===== src/design/vrt_pkg.sv =====
// Shared types and constants for the voxel ray traversal block.
// Used by vrt_ctrl, vrt_dpath and voxel_ray_traversal_3d; depends on nothing.
package vrt_pkg;

  localparam int COORD_W    = 24;
  localparam int FRAC_BITS  = 8;
  localparam int INDEX_BITS = COORD_W - FRAC_BITS;
  localparam int MAX_VOXELS = 63;
  localparam int MAX_STEPS  = 4096;

  localparam int DELTA_W  = INDEX_BITS + 1;
  localparam int NUM_W    = FRAC_BITS + 1;
  localparam int XNUM_W   = FRAC_BITS + $clog2(MAX_STEPS + 2);
  localparam int XP_W     = XNUM_W + DELTA_W;
  localparam int LEN_W    = COORD_W;
  localparam int Q_W      = INDEX_BITS + FRAC_BITS + 2;
  localparam int DIST_W   = 2 * Q_W;
  localparam int VOX_W    = $clog2(MAX_VOXELS + 1);
  localparam int STEP_W   = $clog2(MAX_STEPS + 1);

  localparam int CFG_W     = INDEX_BITS;
  localparam int CFG_IDX_W = 3;

  localparam logic [CFG_IDX_W-1:0] REG_MIN_X = 3'd0;
  localparam logic [CFG_IDX_W-1:0] REG_MIN_Y = 3'd1;
  localparam logic [CFG_IDX_W-1:0] REG_MIN_Z = 3'd2;
  localparam logic [CFG_IDX_W-1:0] REG_MAX_X = 3'd3;
  localparam logic [CFG_IDX_W-1:0] REG_MAX_Y = 3'd4;
  localparam logic [CFG_IDX_W-1:0] REG_MAX_Z = 3'd5;

  localparam int SETUP_IDX_W = 2;
  localparam logic [SETUP_IDX_W-1:0] SETUP_FIRST = 2'd0;
  localparam logic [SETUP_IDX_W-1:0] SETUP_LAST  = 2'd2;

  typedef struct packed {
    logic signed [COORD_W-1:0] start_x;
    logic signed [COORD_W-1:0] start_y;
    logic signed [COORD_W-1:0] start_z;
    logic signed [COORD_W-1:0] end_x;
    logic signed [COORD_W-1:0] end_y;
    logic signed [COORD_W-1:0] end_z;
  } ray_t;

  typedef struct packed {
    logic signed [INDEX_BITS-1:0] voxel_x;
    logic signed [INDEX_BITS-1:0] voxel_y;
    logic signed [INDEX_BITS-1:0] voxel_z;
    logic                         voxel_valid;
    logic                         last;
    logic                         overflow;
  } result_t;

  typedef struct packed {
    logic                   load;
    logic                   setup;
    logic [SETUP_IDX_W-1:0] setup_idx;
    logic                   walk;
    logic                   mark;
  } cmd_t;

  typedef struct packed {
    logic any_move;
    logic stop;
  } stat_t;

endpackage


===== src/design/vrt_ctrl.sv =====
// Sequencer for the voxel ray traversal: idle, setup, walk, marker.
// Depends on vrt_pkg; drives vrt_dpath through cmd_t and reads stat_t.
module vrt_ctrl (
  input  logic          clk,
  input  logic          rst_n,
  input  logic          start,
  output logic          busy,
  input  vrt_pkg::stat_t stat,
  output vrt_pkg::cmd_t  cmd
);
  import vrt_pkg::*;

  localparam logic [1:0] S_IDLE  = 2'd0;
  localparam logic [1:0] S_SETUP = 2'd1;
  localparam logic [1:0] S_WALK  = 2'd2;
  localparam logic [1:0] S_MARK  = 2'd3;

  logic [1:0]             state_r, state_nxt;
  logic [SETUP_IDX_W-1:0] idx_r, idx_nxt;

  always_comb begin
    state_nxt     = state_r;
    idx_nxt       = idx_r;
    cmd           = '0;
    cmd.setup_idx = idx_r;
    unique case (state_r)
      S_IDLE: begin
        cmd.load = start;
        idx_nxt  = SETUP_FIRST;
        if (start) begin
          state_nxt = S_SETUP;
        end
      end
      S_SETUP: begin
        cmd.setup = 1'b1;
        idx_nxt   = idx_r + 1'b1;
        if (idx_r == SETUP_LAST) begin
          state_nxt = stat.any_move ? S_WALK : S_MARK;
        end
      end
      S_WALK: begin
        cmd.walk = 1'b1;
        if (stat.stop) begin
          state_nxt = S_MARK;
        end
      end
      S_MARK: begin
        cmd.mark  = 1'b1;
        state_nxt = S_IDLE;
      end
      default: begin
        state_nxt = S_IDLE;
      end
    endcase
  end

  always_ff @(posedge clk) begin
    if (!rst_n) begin
      state_r <= S_IDLE;
      idx_r   <= SETUP_FIRST;
    end else begin
      state_r <= state_nxt;
      idx_r   <= idx_nxt;
    end
  end

  assign busy = (state_r != S_IDLE);

endmodule


===== config.mk =====
export PLATFORM = sky130hd
export DESIGN_NAME = vrt_ctrl
export DESIGN_NICKNAME = d
export VERILOG_FILES = /design/src/design/vrt_pkg.sv /design/src/design/vrt_ctrl.sv
export SDC_FILE = /design/constraint.sdc
export NUM_CORES = 1
export LEC_CHECK = 0
export ABC_AREA = 1
export BUFFER_PORTS_ARGS = -buffer_cell sky130_fd_sc_hd__buf_2
export CELL_PAD_IN_SITES_DETAIL_PLACEMENT = 0
export CELL_PAD_IN_SITES_GLOBAL_PLACEMENT = 1
export CORE_AREA = 2 2 39 41
export CTS_CLUSTER_DIAMETER = 200
export DETAILED_ROUTE_END_ITERATION = 7
export DIE_AREA = 0 0 41 43
export HOLD_SLACK_MARGIN = 0.05
export MAX_ROUTING_LAYER = met4
export PLACE_DENSITY_LB_ADDON = 0.1
export RECOVER_POWER = 25
export SETUP_SLACK_MARGIN = 0.02
export SYNTH_ARGS = -nofsm -noshare
export SYNTH_HDL_FRONTEND = slang
export SYNTH_SLANG_ARGS = --single-unit

===== constraint.sdc =====
create_clock -name clk -period 2.39 [get_ports clk]
set_input_delay 0.239 -clock clk [delete_from_list [all_inputs] [get_ports clk]]
set_output_delay 0.239 -clock clk [all_outputs]
set_load 0.005 [all_outputs]

---- Word-level counts from Yosys, hierarchy flattened ----
Index checks and enable logic that the tools add are counted.
operators by class
  add/subtract/negate cells ............... 1
  equal/unequal tests ..................... 7
  muxes and demuxes ....................... 10
  reduce and logical (&&, ||, !) cells .... 4
operator list
  kind                 count
  $pmux 2 s4           1
  $eq 2x2->1 const B   3
  $mux 2               3
  $ne 2x2->1 const B   3
  $mux 1               5
  $pmux 2 s2           1
  $reduce_bool 2->1    2
  $reduce_and 3->1     1
  $add 2x1->2 const B  1
  $eq 2x1->1 const B   1
  $logic_not 2->1      1
word-level totals
  register bits after elaboration ......... 4
  input port bits ......................... 5
  output and inout bits ................... 7

---- Longest topological paths before layout ----
Gate-level depths: netlist (run 1).
  word-level depth ........................ 3
  depth in mapped cells ................... 8
  depth with buffers taken out ............ 8

---- Least setup slack after synthesis (run 1) ----
No wires, ideal clock.
  path kind ............................... register -> register
  from .................................... reg state_r[0]
  to ...................................... reg state_r[0]
  setup time .............................. 0.066 ns
  arrival ................................. 1.110 ns
  required time ........................... 2.324 ns
  slack ................................... 1.214 ns
  cell stages (with the launch flop) ...... 8
  path buffers ............................ 0
  clock period less this slack ............ 1.176 ns
  path through ............................ dfxtp_1 inv_1 ha_1 nand2_1 nand2_1 nor2_2 nand2_1 a21oi_2
between the ends
  cells in the longest elaborated chain, start to end .. 3
  elaborated cells between the ends (all ways) .. 9
  those cells by class .................... eq/ne (6); mux (1); reduce/logical (2)
ends and longest elaborated chain
  item                                RTL line        text
  start: declaration                  vrt_ctrl.sv:18  logic [1:0] state_r, state_nxt;
  start signal: assignment            vrt_ctrl.sv:62  state_r <= state_nxt;
  $eq 2x1->1 (tied with other cells)  vrt_ctrl.sv:26  unique case (state_r)
  $ne 2x2->1 (no line)                --
  $reduce_and 3->1 (no line)          --
Several ways; a longest one is shown, not always the timed one.
A chain may end at the register's enable or synchronous reset.

==> out/qor.yml, run 1 <==
status:
  run_status: "completed"
yosys:
  synth_top_family_by_area: "adder cells"
  synth_cell_types: 10
  muxShareOfSynthArea_pct: 0
  synthXorXnorAreaFrac_pct: 0
  synth_top_cell_area_share_pct: 26.7
  syn_nets: 58
  synth.cell_area_um2: 328
  ys_seq_area_share_pct: 24.4
  synth_simple_gate_area_share_pct: 23.3
  synthTopCellsByArea: "ha_1, dfxtp_1, inv_1"
  ys_warn_count: 0
  ys_ff_latch: 4
  synth.avg_cell_area_um2: 7.13
  synth_compound_area_share_pct: 10.7
  synthAdderAreaFrac_pct: 26.7
  synth_cells: 46
  yosys.area.top_type: "ha_1"
setup_path:
  arrival_ns: 1.26
  rr_endpoint: "state_r[1]"
  path_max_fanout: 6
  r2r_slack_ns: 1.06
  end_kind: "output pin"
  critPathCapture: "cmd[5]"
  crit_start: "state_r[0]"
  reg2reg_from: "state_r[0]"
  worstSetupStartpointType: "flop"
  critPathRequiredTime_ns: 2.15
  crit_type: "flop to output pin"
  reg2regPathDepth: 7
finish:
  synthToLayoutAreaGrowth_pct: 29.0
  antenna_cells: 0
  layout.nets: 74
  final_area_um2: 423
  drive_above_1_share_pct: 26.7
pwr:
  combPwrFrac_pct: 60.0
  leakage_nw: 0.245
  pwr-share-clk_pct: 16.2
  p_sw_share_pct: 45.7
  p_per_area_mw_per_mm2: 1230
  internal_power_mw: 0.282
  peakVddDrop_uv: 412
  seqPwrFrac_pct: 23.8
  p_switching_mw: 0.237
floorplanning:
  die_x_um: 41
  fp.dieH_um: 43
  core_mm2: 0.00138
  ios: 12
  die_area_mm2: 0.00176
  start_util_pct: 23.7
  num_rows: 14
clock_tree:
  htree_levels: 1
  cts_resized: 0
  cts_buffers: 3
  clock_path_buffers: 2
  cts_hold_buf: 0
  root_buffer: "clkbuf_4"
  clock_latency_ns: 0.23
  clkSlewWorstSetupHoldPaths_ns: 0.04
  cts_sinks: 4
  postCtsSetupBuffers: 0
  cts_tree: "built"
timing:
  hold_violations: 0
  finalCritPeriodShare_pct: 62.7
  clock.fmax_ghz: 0.667
  drv_slew: 0
  slew_headroom_pct: 85.5
  worst_pin_slew_ns: 0.217
  skew_ns: 0.00395
  finalSetupTns_ns: 0
  fin_crit_ns: 1.50
  whs_ns: 0.296
  setup_viol: 0
  rsz0062_at_grt: "no"
route:
  final_antenna_net_count: 0
  drtIter0Drc: 3
  firstDrtPassIters: 3
  avgRoutedWirePerCell_um: 8.43
  num_vias: 300
  viasPerCell: 3.95
  wirelength_um: 641
  drc: 0
grt:
  antenna_found_initial: 0
  met2_usage_pct: 11.6
  grt.busiest_layer: "met2"
  grt_usage_pct: 8.84
  grt_pass1_vias: 237
  use_met1_pct: 9.94
  grt-ovfl-total: 0
  grt_first_pass_wirelength_um: 959
  grt_use_met3_pct: 3.14
  grt_max_degree: 7
run:
  cap_violations: 0
placement:
  dp_hpwl_um: 506
  io_buffer_count: 11
  postPlaceCellArea_um2: 403
  place.gp.congestion: 0.696
min_path:
  hold_path.class: "primary input to flop"
[synth_stat cells, drive strengths merged]
cell type and instances:
nor2 2, a211oi 1, inv 13, nand3b 1
nand3 3, dfxtp 4, nand2 11, ha 7
a21oi 4
[cell type report]
| type | count | area (um^2) |
|---|---|---|
| Clock buffer | 3 | 22.5 |
| Fill cell | 153 | 961 |
| Inverter | 13 | 48.8 |
| Multi-Input combinational cell | 29 | 199 |
| Sequential cell | 4 | 80.1 |
| Tap cell | 16 | 20.0 |
| Timing Repair Buffer | 11 | 52.6 |
[flip-flops by register name, summed over array words and instances, names as in the netlist]
register  flops
idx_r         2
state_r       2
[worst min-delay path by stage]
stage,from,to,slack (ns),cells past startpoint
finish,rst_n,state_r[0],0.30,3
global route,rst_n,state_r[0],0.30,3
CTS,rst_n,state_r[0],0.29,3
detailed placement,idx_r[1],idx_r[1],0.48,2
global placement,idx_r[1],idx_r[1],0.48,2
floorplan,rst_n,state_r[0],0.42,2
[layer usage]
metal,vias to the layer above,share of wire (%)
li1,166,-
met1,126,51
met2,8,44
met3,0,4.5
met4,0,0
met5,-,0
[stage by stage]
stage	util (%)	setup WS, ns	instances	power (mW)
2_1_floorplan	-	1.21	46	0.347
3_3_place_gp	29.1	1.04	73	0.452
3_5_place_dp	29.1	1.08	73	0.438
4_1_cts	30.7	0.877	76	0.530
5_1_grt	30.6	0.746	76	0.581
6_report	30.6	0.892	76	0.519
[power by group through the flow]
stage | clock (mW) | sequential (mW) | combinational, mW
after global routing | 0.0962 | 0.130 | 0.355
after CTS | 0.0880 | 0.123 | 0.319
after detailed placement | 0 | 0.124 | 0.315
after global placement | 0 | 0.126 | 0.325
after floorplan | 0 | 0.118 | 0.229
final | 0.0839 | 0.124 | 0.311
[logic make-up after synthesis]
family                     Yosys count
AOI/OAI and AO/OA                    5
adders and majority gates            7
buffers and inverters               13
DFF                                  4
and+or+nand+nor                     17
[critical path, stage by stage (launching register included)]
cell and delay (ns):
dfxtp_1 0.42, inv_1 0.13, ha_1 0.27, nand2_1 0.07, inv_1 0.03, buf_2 0.11
[cells in the final DEF (no fill, tap or decap), drive strengths merged]
| cell type | instances |
|---|---|
| inv | 13 |
| nand2 | 11 |
| buf | 9 |
| ha | 7 |
| clkbuf | 5 |
| dfxtp | 4 |
| a21oi | 4 |
| nand3 | 3 |
| nor2 | 2 |
| nand3b | 1 |
| a211oi | 1 |
No activity file was read; power rests on OpenSTA's default activity.
==> run 2, diff against run 1 <==
==> constraint.sdc (replaced) <==
create_clock -name clk -period 1.26 [get_ports clk]
set_input_delay 0.126 -clock clk [delete_from_list [all_inputs] [get_ports clk]]
set_output_delay 0.126 -clock clk [all_outputs]
set_load 0.005 [all_outputs]
==> out/qor.yml, run 2 (synthesis gave the netlist of run 1 again) <==
timing:
  finalCritPeriodShare_pct: 92.6
  finalSetupTns_ns: 0  # unchanged
  clock.fmax_ghz: 0.857
  drv_slew: 0  # unchanged
  skew_ns: 0.000342  # -0.00361 ns
  slew_headroom_pct: 88.1  # +2.6 points
  worst_slack_ns: 0.0932  # -0.798 ns
  fin_crit_ns: 1.17
  hold_violations: 0  # unchanged
  worst_pin_slew_ns: 0.178  # -0.0386 ns
  setup_viol: 0  # unchanged
  rsz0062_at_grt: "yes"
clock_tree:
  cts_hold_buf: 0  # unchanged
  clock_path_buffers: 2  # unchanged
  cts_buffers: 3  # unchanged
  root_buffer: "clkbuf_4"
  clock_latency_ns: 0.23  # about the same
  cts_sinks: 4  # unchanged
  cts_tree: "built"
  clkSlewWorstSetupHoldPaths_ns: 0.04  # about the same
  htree_levels: 1  # unchanged
route:
  num_vias: 313  # +4.3%
  wl_met2_um: 303  # +6.3%
  wirelength_um: 675  # +5.3%
  drtIter0Drc: 1  # -2
  avgRoutedWirePerCell_um: 8.65  # +2.6%
  wl_met1_um: 326  # +0.31%
  final_antenna_net_count: 0  # unchanged
  firstDrtPassIters: 2  # -1
  drc: 0  # unchanged
  route.met3.wl_um: 45  # +55%
  top_layer_used: "met3"
  viasPerCell: 4.01  # +1.7%
finish:
  antenna_cells: 0  # unchanged
  drive_above_1_share_pct: 37.1  # +10 points
  mostFrequentLayoutCell: "inv_1"
  layout.cells.non_filler: 78  # +2.6%
  synthToLayoutAreaGrowth_pct: 39.3
  layout.nets: 76  # +2.7%
  top_regs: "idx_r: 2 flops, state_r: 2 flops"
  final_cell_mix: "inv_1, nand2_1, buf_2"
  final_area_um2: 457  # +8.0%
floorplanning:
  fp.dieH_um: 43  # unchanged
  die_area_mm2: 0.00176  # unchanged
  start_util_pct: 23.7  # unchanged
  core_mm2: 0.00138  # unchanged
  num_rows: 14  # unchanged
  ios: 12  # unchanged
  die_x_um: 41  # unchanged
setup_path:
  reg2reg_from: "state_r[1]"
  critPathCapture: "cmd[5]"
  end_kind: "output pin"
  crit_type: "flop to output pin"
  path_max_fanout: 4  # -2
  arrival_ns: 1.04  # -0.22 ns
  critPathRequiredTime_ns: 1.13  # -1.02 ns
  rr_endpoint: "state_r[1]"
  r2r_slack_ns: 0.12  # -0.94 ns
  reg2regPathDepth: 7  # unchanged
  crit_start: "state_r[0]"
  worstSetupStartpointType: "flop"
placement:
  place_ws_ns: 0.0829  # -0.995 ns
  postPlaceCellArea_um2: 418  # +3.7%
  io_buffer_count: 11  # unchanged
  dp_hpwl_um: 567  # +12%
  dp_cells: 75  # +2.7%
  place.gp.congestion: 0.713  # +2.4%
pwr:
  leakage_nw: 0.258  # +5.4%
  p_per_area_mw_per_mm2: 2370  # +94%
  peakVddDrop_uv: 689  # +67%
  finalPower_mw: 1.08  # +110%
run:
  cap_violations: 0  # unchanged
min_path:
  hold_path.class: "primary input to flop"
grt:
  grt_pass1_vias: 294  # +24%
  grt_first_pass_wirelength_mm: 1.19  # +24%
  antenna_found_initial: 0  # unchanged
  grt_max_degree: 6  # -1
  grt-ovfl-total: 0  # unchanged
  grt_usage_pct: 11.0  # +2.2 points
status:
  run_status: "completed"
-- run 2: cell types whose count changed in the layout (fill, tap and decap cells not counted), sizes merged --
cell and change:
buf +3, clkbuf -1
-- run 2: metrics by stage --
| stage | utilization (%) | hold WS, ns |
|---|---|---|
| 2_1_floorplan | - | 0.307 |
| 3_3_place_gp | 30.2 | 0.421 |
| 3_5_place_dp | 30.2 | 0.426 |
| 4_1_cts | 32.0 | 0.179 |
| 5_1_grt | 33.0 | 0.194 |
| 6_report | 33.0 | 0.178 |
-- run 2: power breakdown --
part	internal, mW	switching, mW	total, mW	leakage [nW]
clock network	0.107	0.0532	0.160	0.0138
logic	0.330	0.394	0.724	0.212
registers	0.177	0.0232	0.200	0.0328
total	0.614	0.471	1.08	0.258
-- run 2: final cells by class --
cell class	count	area (um^2)
Timing Repair Buffer	13	68.8
Sequential cell	4	80.1
Tap cell	16	20.0
Clock buffer	3	22.5
Fill cell	168	927
Multi-Input combinational cell	29	216
Inverter	13	48.8
-- run 2: timing repair --
action	in CTS	in global routing
pin swaps	0	1
cloned	0	0
setup endpoints to repair	1	5
resized for setup	1	4
setup buffers	0	0
-- run 2: routing by layer --
metal  global-route usage (%)  up-vias
li1                         -      170
met1                     12.2      133
met2                     14.1       10
met3                     7.85        0
met4                     6.00        0
met5                        -        -
-- run 2: worst max-delay path, cell delays in order, from the launching register on --
cell and delay (ns):
dfxtp_1 0.30, inv_1 0.15, ha_4 0.18, nand2_1 0.05, inv_1 0.04, buf_2 0.09
-- run 2: worst min path at each step --
stage,start,to,cells past startpoint
final,rst_n,state_r[1],3
after global routing,rst_n,state_r[1],3
after CTS,rst_n,state_r[0],3
after detailed placement,rst_n,state_r[0],3
after global placement,rst_n,state_r[1],3
after floorplan,rst_n,state_r[0],2
==> run 3, diff against run 2 <==
--- a/config.mk
+++ b/config.mk
@@ -6,11 +6,12 @@
 export NUM_CORES = 1
 export LEC_CHECK = 0
 export ABC_AREA = 1
-export BUFFER_PORTS_ARGS = -buffer_cell sky130_fd_sc_hd__buf_2
+export BUFFER_PORTS_ARGS = -buffer_cell sky130_fd_sc_hd__buf_4
 export CELL_PAD_IN_SITES_DETAIL_PLACEMENT = 0
 export CELL_PAD_IN_SITES_GLOBAL_PLACEMENT = 1
 export CORE_AREA = 2 2 39 41
 export CTS_CLUSTER_DIAMETER = 200
+export CTS_CLUSTER_SIZE = 10
 export DETAILED_ROUTE_END_ITERATION = 7
 export DIE_AREA = 0 0 41 43
 export HOLD_SLACK_MARGIN = 0.05
==> out/qor.yml, run 3 (synthesis gave the netlist of run 1 again) <==
run:
  cap_violations: 0  # unchanged
finish:
  mostFrequentLayoutCell: "buf_4"
  final_cell_mix: "buf_4, inv_1, nand2_1"
  drive_above_1_share_pct: 51.6  # +14 points
  synthToLayoutAreaGrowth_pct: 58.4
  top_regs: "idx_r: 2 flops, state_r: 2 flops"
  layout.nets: 78  # +2.6%
  antenna_cells: 0  # unchanged
  final_area_um2: 519  # +14%
route:
  wirelength_um: 719  # +6.5%
  wl_met1_um: 342  # +4.9%
  viasPerCell: 4.05  # +0.93%
  wl_met2_um: 351  # +16%
  route.met3.wl_um: 25  # -44%
  drtIter0Drc: 1  # unchanged
  drc: 0  # unchanged
  num_vias: 324  # +3.5%
  final_antenna_net_count: 0  # unchanged
  top_layer_used: "met3"
  firstDrtPassIters: 2  # unchanged
  avgRoutedWirePerCell_um: 8.99  # +3.9%
timing:
  drv_slew: 0  # unchanged
  fin_crit_ns: 1.18  # +0.0118 ns
  skew_ns: 0.00964  # +0.00930 ns
  hold_violations: 0  # unchanged
  finalSetupTns_ns: 0  # unchanged
  setup_viol: 0  # unchanged
  clock.fmax_ghz: 0.848  # -1.0%
  rsz0062_at_grt: "no"
  finalCritPeriodShare_pct: 93.5  # +0.94 points
  worst_pin_slew_ns: 0.161  # -0.0171 ns
  slew_headroom_pct: 89.2  # +1.1 points
pwr:
  p_sw_share_pct: 42.1  # -1.4 points
  finalPower_mw: 1.26  # +16%
  p_per_area_mw_per_mm2: 2420  # +1.8%
  internal_power_mw: 0.727  # +19%
  seqPwrFrac_pct: 17.2  # -1.3 points
  pwr-share-clk_pct: 14.0  # -0.7 points
  peakVddDrop_uv: 1100  # +59%
  leakage_nw: 0.275  # +6.3%
  combPwrFrac_pct: 68.8  # +2.0 points
  p_switching_mw: 0.528  # +12%
clock_tree:
  clock_latency_ns: 0.25  # +0.02 ns
  htree_levels: 1  # unchanged
  root_buffer: "clkbuf_4"
  cts_sinks: 4  # unchanged
  clkSlewWorstSetupHoldPaths_ns: 0.05  # about the same
  cts_hold_buf: 0  # unchanged
  cts_tree: "built"
  clock_path_buffers: 2  # unchanged
  cts_buffers: 3  # unchanged
setup_path:
  arrival_ns: 1.35  # +0.31 ns
  critPathRequiredTime_ns: 1.43  # +0.30 ns
  crit_type: "flop to flop"
  end_kind: "flop"
  path_max_fanout: 4  # unchanged
  worstSetupStartpointType: "flop"
placement:
  place.gp.congestion: 0.707  # -0.81%
  postPlaceCellArea_um2: 453  # +8.4%
  io_buffer_count: 11  # unchanged
  dp_hpwl_um: 582  # +2.6%
floorplanning:
  die_area_mm2: 0.00176  # unchanged
  core_mm2: 0.00138  # unchanged
  ios: 12  # unchanged
  start_util_pct: 23.7  # unchanged
  die_x_um: 41  # unchanged
  num_rows: 14  # unchanged
  fp.dieH_um: 43  # unchanged
min_path:
  hold_path.class: "primary input to flop"
grt:
  grt-ovfl-total: 0  # unchanged
  grt_pass1_vias: 284  # -3.4%
  grt_usage_pct: 9.86  # -1.2 points
  grt_max_degree: 6  # unchanged
  grt_first_pass_wirelength_mm: 1.07  # -9.9%
  antenna_found_initial: 0  # unchanged
status:
  run_status: "completed"
[run 3: power groups by stage]
| stage | combinational (mW) | clock [mW] | sequential [mW] |
|---|---|---|---|
| after floorplan | 0.435 | 0 | 0.224 |
| after global placement | 0.782 | 0 | 0.201 |
| after detailed placement | 0.762 | 0 | 0.205 |
| after CTS | 0.846 | 0.181 | 0.218 |
| after global routing | 0.961 | 0.188 | 0.221 |
| final | 0.864 | 0.176 | 0.216 |
[run 3: worst paths after layout]
| kind | start | end | slack [ns] | depth (start not counted) |
|---|---|---|---|---|
| max | state_r[1] | state_r[0] | 0.08 | 8 |
| min | rst_n | state_r[1] | 0.18 | 3 |
| max reg2reg | state_r[1] | state_r[0] | 0.08 | 8 |
| min reg2reg | idx_r[1] | idx_r[1] | 0.48 | 2 |
[run 3: metal layers]
metal,global-route usage [%],vias up
li1,-,176
met1,11.8,142
met2,12.8,6
met3,1.57,0
met4,10.0,0
met5,-,-
[run 3: stage by stage]
stage               cells  utilization [%]  hold slack (ns)  setup WS (ns)
floorplan              46                -            0.307         0.0843
global placement       76             32.7            0.455         0.0720
detailed placement     76             32.7            0.438         0.0717
CTS                    81             36.7            0.188         0.0267
global route           80             37.5            0.215         0.0246
finish                 80             37.5            0.185         0.0814
[run 3: worst max-delay path: stages (launching register included)]
cell	delay, ns
dfxtp_2	0.34
inv_4	0.05
buf_4	0.13
ha_2	0.18
nand2_2	0.06
inv_1	0.04
nor2_2	0.09
nand2_1	0.08
a21oi_2	0.13
[run 3: repair_timing]
action / 4_1_cts / 5_1_grt
pin swaps: 2 / 4
setup endpoints to repair: 2 / 3
setup buffers: 3 / 0
resized for setup: 7 / 8
endpoints found under the hold margin: 0 / 0
[run 3: layout make-up]
class | instances | area [um^2]
flip-flops and latches | 4 | 82.6
clock buffers | 3 | 22.5
fillers | 156 | 865
repair buffers | 15 | 109
multi-input cells | 29 | 234
well taps | 16 | 20.0
inverters | 13 | 51.3
